[src/rtl/core/odcc_pkg.sv]
// Package for the octree distinct colour counter: payload structs, controller
// state and the command and status structs between controller and datapath.
// No dependencies.
`timescale 1ns / 1ps

package odcc_pkg;

	localparam int NodePoolDef = 16384;
	localparam int TreeDepthDef = 8;
	localparam int ChanBits = 8;
	localparam int Slots = 8;
	localparam int CountW = 25;
	localparam logic [CountW-1:0] CountMax = 25'h1FFFFFF;

	typedef struct packed {
		logic [7:0] red;
		logic [7:0] green;
		logic [7:0] blue;
		logic       first_pixel;
	} pixel_t;

	typedef struct packed {
		logic [CountW-1:0] distinct_count;
		logic              is_new_color;
		logic              pool_exhausted;
	} result_t;

	typedef enum logic [2:0] {
		ST_IDLE,
		ST_ISSUE,
		ST_DECIDE,
		ST_GROW,
		ST_FINISH
	} state_t;

	typedef struct packed {
		logic start;
		logic follow;
		logic alloc;
		logic leaf;
		logic stop_full;
		logic grow;
		logic load_out;
	} cmd_t;

	typedef struct packed {
		logic hit;
		logic last;
		logic full;
	} stat_t;

endpackage

[src/rtl/core/odcc_ctrl.sv]
// Controller of the octree distinct colour counter: walk state machine and
// request handshakes on both channels.
// Depends on odcc_pkg.
`timescale 1ns / 1ps

module odcc_ctrl import odcc_pkg::*; (
	input  logic  clk,
	input  logic  arst_n,
	input  logic  pixel_valid,
	output logic  pixel_ready,
	output logic  result_valid,
	input  logic  result_ready,
	input  stat_t st,
	output cmd_t  cmd
);

	state_t state_q;
	state_t state_nxt;
	logic   out_valid_q;
	logic   out_free;

	assign out_free = !out_valid_q || result_ready;

	always_comb begin
		state_nxt = state_q;
		case (state_q)
			ST_IDLE: begin
				if (pixel_valid) begin
					state_nxt = ST_ISSUE;
				end
			end
			ST_ISSUE: begin
				state_nxt = ST_DECIDE;
			end
			ST_DECIDE: begin
				if (st.hit) begin
					state_nxt = st.last ? ST_FINISH : ST_ISSUE;
				end else if (st.last || st.full) begin
					state_nxt = ST_FINISH;
				end else begin
					state_nxt = ST_GROW;
				end
			end
			ST_GROW: begin
				if (st.last || st.full) begin
					state_nxt = ST_FINISH;
				end
			end
			ST_FINISH: begin
				if (out_free) begin
					state_nxt = ST_IDLE;
				end
			end
			default: begin
				state_nxt = ST_IDLE;
			end
		endcase
	end

	always_comb begin
		cmd = '0;
		pixel_ready = 1'b0;
		case (state_q)
			ST_IDLE: begin
				pixel_ready = 1'b1;
				cmd.start = pixel_valid;
			end
			ST_DECIDE: begin
				if (st.hit) begin
					cmd.follow = !st.last;
				end else if (st.last) begin
					cmd.leaf = 1'b1;
				end else if (st.full) begin
					cmd.stop_full = 1'b1;
				end else begin
					cmd.alloc = 1'b1;
				end
			end
			ST_GROW: begin
				cmd.grow = 1'b1;
				if (st.last) begin
					cmd.leaf = 1'b1;
				end else if (st.full) begin
					cmd.stop_full = 1'b1;
				end else begin
					cmd.alloc = 1'b1;
				end
			end
			ST_FINISH: begin
				cmd.load_out = out_free;
			end
			default: begin
				cmd = '0;
			end
		endcase
	end

	always_ff @(posedge clk or negedge arst_n) begin
		if (!arst_n) begin
			state_q <= ST_IDLE;
			out_valid_q <= 1'b0;
		end else begin
			state_q <= state_nxt;
			if (cmd.load_out) begin
				out_valid_q <= 1'b1;
			end else if (result_ready) begin
				out_valid_q <= 1'b0;
			end
		end
	end

	assign result_valid = out_valid_q;

`ifndef SYNTHESIS
	a_one_action: assert property (@(posedge clk) disable iff (!arst_n)
		$onehot0({cmd.start, cmd.follow, cmd.alloc, cmd.leaf, cmd.stop_full, cmd.load_out}))
		else $error("more than one datapath action in a cycle");
	a_grow_walks: assert property (@(posedge clk) disable iff (!arst_n)
		state_q == ST_GROW |-> cmd.alloc || cmd.leaf || cmd.stop_full)
		else $error("growth step without an action");
	a_no_overwrite: assert property (@(posedge clk) disable iff (!arst_n)
		cmd.load_out |-> !out_valid_q || result_ready)
		else $error("result register overwritten before it was taken");
`endif

endmodule

[config.mk]
export PLATFORM = sky130hd
export DESIGN_NAME = odcc_ctrl
export DESIGN_NICKNAME = d
export VERILOG_FILES = /design/src/rtl/core/odcc_pkg.sv /design/src/rtl/core/odcc_ctrl.sv
export SDC_FILE = /design/constraint.sdc
export NUM_CORES = 1
export LEC_CHECK = 0
export BUFFER_PORTS_ARGS = -buffer_cell sky130_fd_sc_hd__buf_2
export CORE_AREA = 2 2 39 41
export CTS_CLUSTER_SIZE = 10
export DETAILED_ROUTE_END_ITERATION = 12
export DIE_AREA = 0 0 41 43
export PLACE_DENSITY = 0.48
export SYNTH_ARGS = -nofsm -noshare
export SYNTH_HDL_FRONTEND = slang
export SYNTH_SLANG_ARGS = --single-unit
[constraint.sdc]
create_clock -name clk -period 1.1 [get_ports clk]
set_clock_uncertainty 0.1 [all_clocks]
set_input_delay 0.11 -clock clk [delete_from_list [all_inputs] [get_ports clk]]
set_output_delay 0.11 -clock clk [all_outputs]
set_load 0.01 [all_outputs]
## Yosys cells after proc, flatten, opt, wreduce, memory -nomap -nowiden

Cells that the tools add are included.

| word-level totals | value |
|---|---|
| input bits | 7 |
| register bits | 4 |
| word-level logic and storage cells | 38 |

| operators by class | value |
|---|---|
| reduce and logical (&&, ||, !) cells | 7 |
| muxes and demuxes | 22 |
| equal/unequal tests | 7 |

Operator list:

| kind | count |
|---|---|
| $mux W3 | 7 |
| $pmux W3 S5 | 1 |
| $mux W1 | 13 |
| $eq A3 B2 Y1 const B | 2 |
| $ne A2 B2 Y1 const B | 3 |
| $pmux W3 S2 | 1 |
| $eq A3 B1 Y1 const B | 1 |
| $eq A3 B3 Y1 const B | 1 |
| $logic_not A3 Y1 | 1 |
| $reduce_and A3 Y1 | 1 |
| $logic_not A1 Y1 | 2 |
| $logic_or A1 B1 Y1 | 2 |
| $reduce_bool A2 Y1 | 1 |

## Logic depth before layout (Yosys ltp)

| logic depth | value |
|---|---|
| depth in word-level cells | 4 |
| depth in mapped cells | 3 |

## Worst setup path after synthesis

OpenSTA, ideal clock, no wires.

| timing path | value |
|---|---|
| path kind | register -> register |
| start | reg state_q[0] |
| end | reg state_q[0] |
| buffers on the path | 0 |
| required time | 0.936 ns |
| path slack | -0.012 ns |
| arrival | 0.948 ns |
| stages on the path, launching flop included | 4 |
| period minus slack after synthesis | 1.112 ns |
| setup time | 0.064 ns |
| cell sequence | dfrtp_1 -> nor3_2 -> and2_4 -> a21o_1 |

| between the ends | value |
|---|---|
| longest elaborated chain between the ends | 3 |
| elaborated cells between the ends (all ways) | 10 |
| classes of those cells | eq/ne (7); mux (1); reduce/logical (2) |

RTL lines:

| item | RTL line | RTL |
|---|---|---|
| from (decl) | odcc_ctrl.sv:17 | `state_t state_q;` |
| from (signal assigned) | odcc_ctrl.sv:103 | `state_q <= state_nxt;` |
| $eq A3 B2 Y1, or another cell as far along | odcc_ctrl.sv:26 | `case (state_q)` |
| $ne A2 B2 Y1 (no source line) | n/a |  |
| $reduce_and A3 Y1 (no source line) | n/a |  |

Parallel ways exist; a longest one is shown, timed or not.
A chain may end at the register's enable or synchronous reset.

==> flow_summary.json <==
{
  "slew_headroom_pct": 88.7,
  "viasPerCell": 4.09,
  "area_delta_synth_final_pct": 83.2,
  "power_density_mw_per_mm2": 2300,
  "clk_latency_ns": 0.23,
  "worst_setup_hold_path_clk_slew_ns": 0.03,
  "track_usage_pct": 8.06,
  "clock_sinks": 4,
  "gp_congestion": 0.710,
  "drive_gt1_share_pct": 66.0,
  "drc_errors": 0,
  "antenna_found_initial": 0,
  "fill_cells": 147,
  "finalHoldViolations": 0,
  "synth_edf_count": 0,
  "drt-wirelength-per-cell_um": 9.38,
  "seq_area_frac_synth_pct": 39.6,
  "setup_viol": 10,
  "status": "complete, but fails checks",
  "syn_area_um2": 253,
  "syn_area_per_cell_um2": 9.03,
  "seq_area_um2": 103,
  "cp_max_fo": 5,
  "finalInstanceArea_um2": 463,
  "first_pass_iters": 1,
  "wl_um": 647,
  "grt_max_degree": 8,
  "antennaDiodeCount": 0,
  "die_area_mm2": 0.00176,
  "tightest_slew_ns": 0.168,
  "grt_pass1_vias": 246,
  "period_share_pct": 126,
  "ant_nets": 0,
  "ir_worst_vdd_mv": 0.758,
  "critPathKind": "reg2out",
  "syn_inst": 28,
  "die_h_um": 43,
  "leakage_nw": 0.248,
  "max_freq_mhz": 724,
  "cts_tree": "built",
  "multi_input_area_um2": 178,
  "r2r_setup_slack_ns": -0.03,
  "coreArea_mm2": 0.00138,
  "synth.distinct_cells": 17,
  "synth-seq-cells": 4,
  "r2r_start": "state_q[0]",
  "grt_setup_unrepaired": "yes",
  "grt_pass1_wl_um": 924,
  "synth_ff_type": "dfrtp_1",
  "setup_tns_ns": -1.85,
  "path_buf_inv": 1,
  "violations": "negative setup slack",
  "initial_core_util_pct": 18.3,
  "clockBufferDepth": 2,
  "die_w_um": 41,
  "critical_path.slowest_cell": "dfrtp_2",
  "fin_util_pct": 33.5,
  "placed_area_um2": 383,
  "slowest_delay_ns": 0.44,
  "ys_top_cells_by_area": "dfrtp_1, nand2b_4, and3_1",
  "r2r_end": "state_q[2]",
  "cp-start-kind": "flop",
  "setup_slack_ns": -0.281,
  "cap_violations": 0,
  "yosys_warnings": 0,
  "final_nets": 62,
  "layout_common_cells": "buf_2, buf_4, nand2_1, nor2_1, clkbuf_4",
  "yosysTopAreaCell": "dfrtp_1",
  "mostFrequentLayoutCell": "buf_2",
  "ios": 16,
  "report.final.slew_viol_count": 0,
  "hp-class": "in2async",
  "vias": 282,
  "endpoint_kind": "output port",
  "reg2reg_depth": 4,
  "htree_levels": 1,
  "port_buffers": 15,
  "rows": 14,
  "synthArstFlopShare_pct": 100,
  "arrival_ns": 1.17,
  "drt_iter0_markers": 0,
  "crit_family": "flip-flops",
  "required_ns": 0.89,
  "syn_nets": 35,
  "grt_overflow_total": 0,
  "synth_top_area_share_pct": 39.6,
  "crit_chain": "nor3b_2 -> and3_1 -> buf_2",
  "cts_buffers": 3,
  "min_period_ns": 1.38,
  "clock-root-buffer": "clkbuf_4"
}
repair_timing:
| item | in CTS | in global routing |
|---|---|---|
| hold buffers | 1 | 0 |
| setup buffers | 2 | 0 |
| pin swaps | 5 | 0 |
| endpoints found under the hold margin | 4 | 0 |
| resized for setup | 6 | 2 |
| setup endpoints to repair | 10 | 10 |
where the power goes:
part           leakage (nW)  internal, mW  switching, mW  total [mW]
logic                 0.185         0.345          0.252       0.597
registers            0.0495         0.217         0.0794       0.296
clock network        0.0138         0.121         0.0515       0.173
total                 0.248         0.684          0.383        1.07
logic make-up (layout without fill, tap and decap cells):
kind of cell | Yosys count | count (layout) | share of synthesized area (%)
and+or+nand+nor | 19 | 19 | 49.0
buffers and inverters | 0 | 25 | 0
DFF | 4 | 4 | 39.6
AOI/OAI and AO/OA | 5 | 5 | 11.4
cells in the mapped netlist, types with 2 or more instances:
cell type	n
o21ai_0	2
and3_1	2
nand2_1	3
nor2_1	3
dfrtp_1	4
nor2b_1	2
nand2b_1	2
final cells by class:
cell class,instances,area share (%)
clock buffer,3,4.86
multi-input combinational,24,38.4
sequential,4,22.2
tap,16,4.32
timing repair buffer,22,30.3
sequential cells by signal, summed over array words and instances, names as in the netlist:
name,count
state_q,3
result_valid,1
how the worst max path moves through the flow:
stage                    start    endpoint  slack, ns  cells past startpoint
global route        state_q[2]      cmd[2]      -0.35                      3
CTS                 state_q[0]      cmd[5]      -0.26                      4
detailed placement  state_q[1]      cmd[3]      -0.05                      3
floorplan           state_q[0]  state_q[0]      -0.01                      3
global placement    state_q[1]      cmd[3]      -0.09                      3
finish              state_q[2]      cmd[2]      -0.28                      3
through the flow:
step / power (mW) / worst slack (ns) / std cells / hold slack, ns
3_3_place_gp: 0.811 / -0.0925 / 63 / -0.178
2_1_floorplan: 0.565 / -0.0121 / 28 / -0.286
5_1_grt: 1.16 / -0.349 / 69 / 0.118
6_report: 1.07 / -0.281 / 69 / 0.105
4_1_cts: 1.07 / -0.264 / 69 / 0.0781
3_5_place_dp: 0.801 / -0.0533 / 63 / -0.184
metal layers:
| layer | share of wire (%) | GRT usage (%) | up-vias |
|---|---|---|---|
| met1 | 42 | 9.45 | 124 |
| met5 | 0 | 0 | - |
| met4 | 0 | 6.00 | 0 |
| li1 | - | - | 148 |
| met2 | 50 | 11.3 | 10 |
| met3 | 7.9 | 3.14 | 0 |
(Power assumes the default switching activity.)
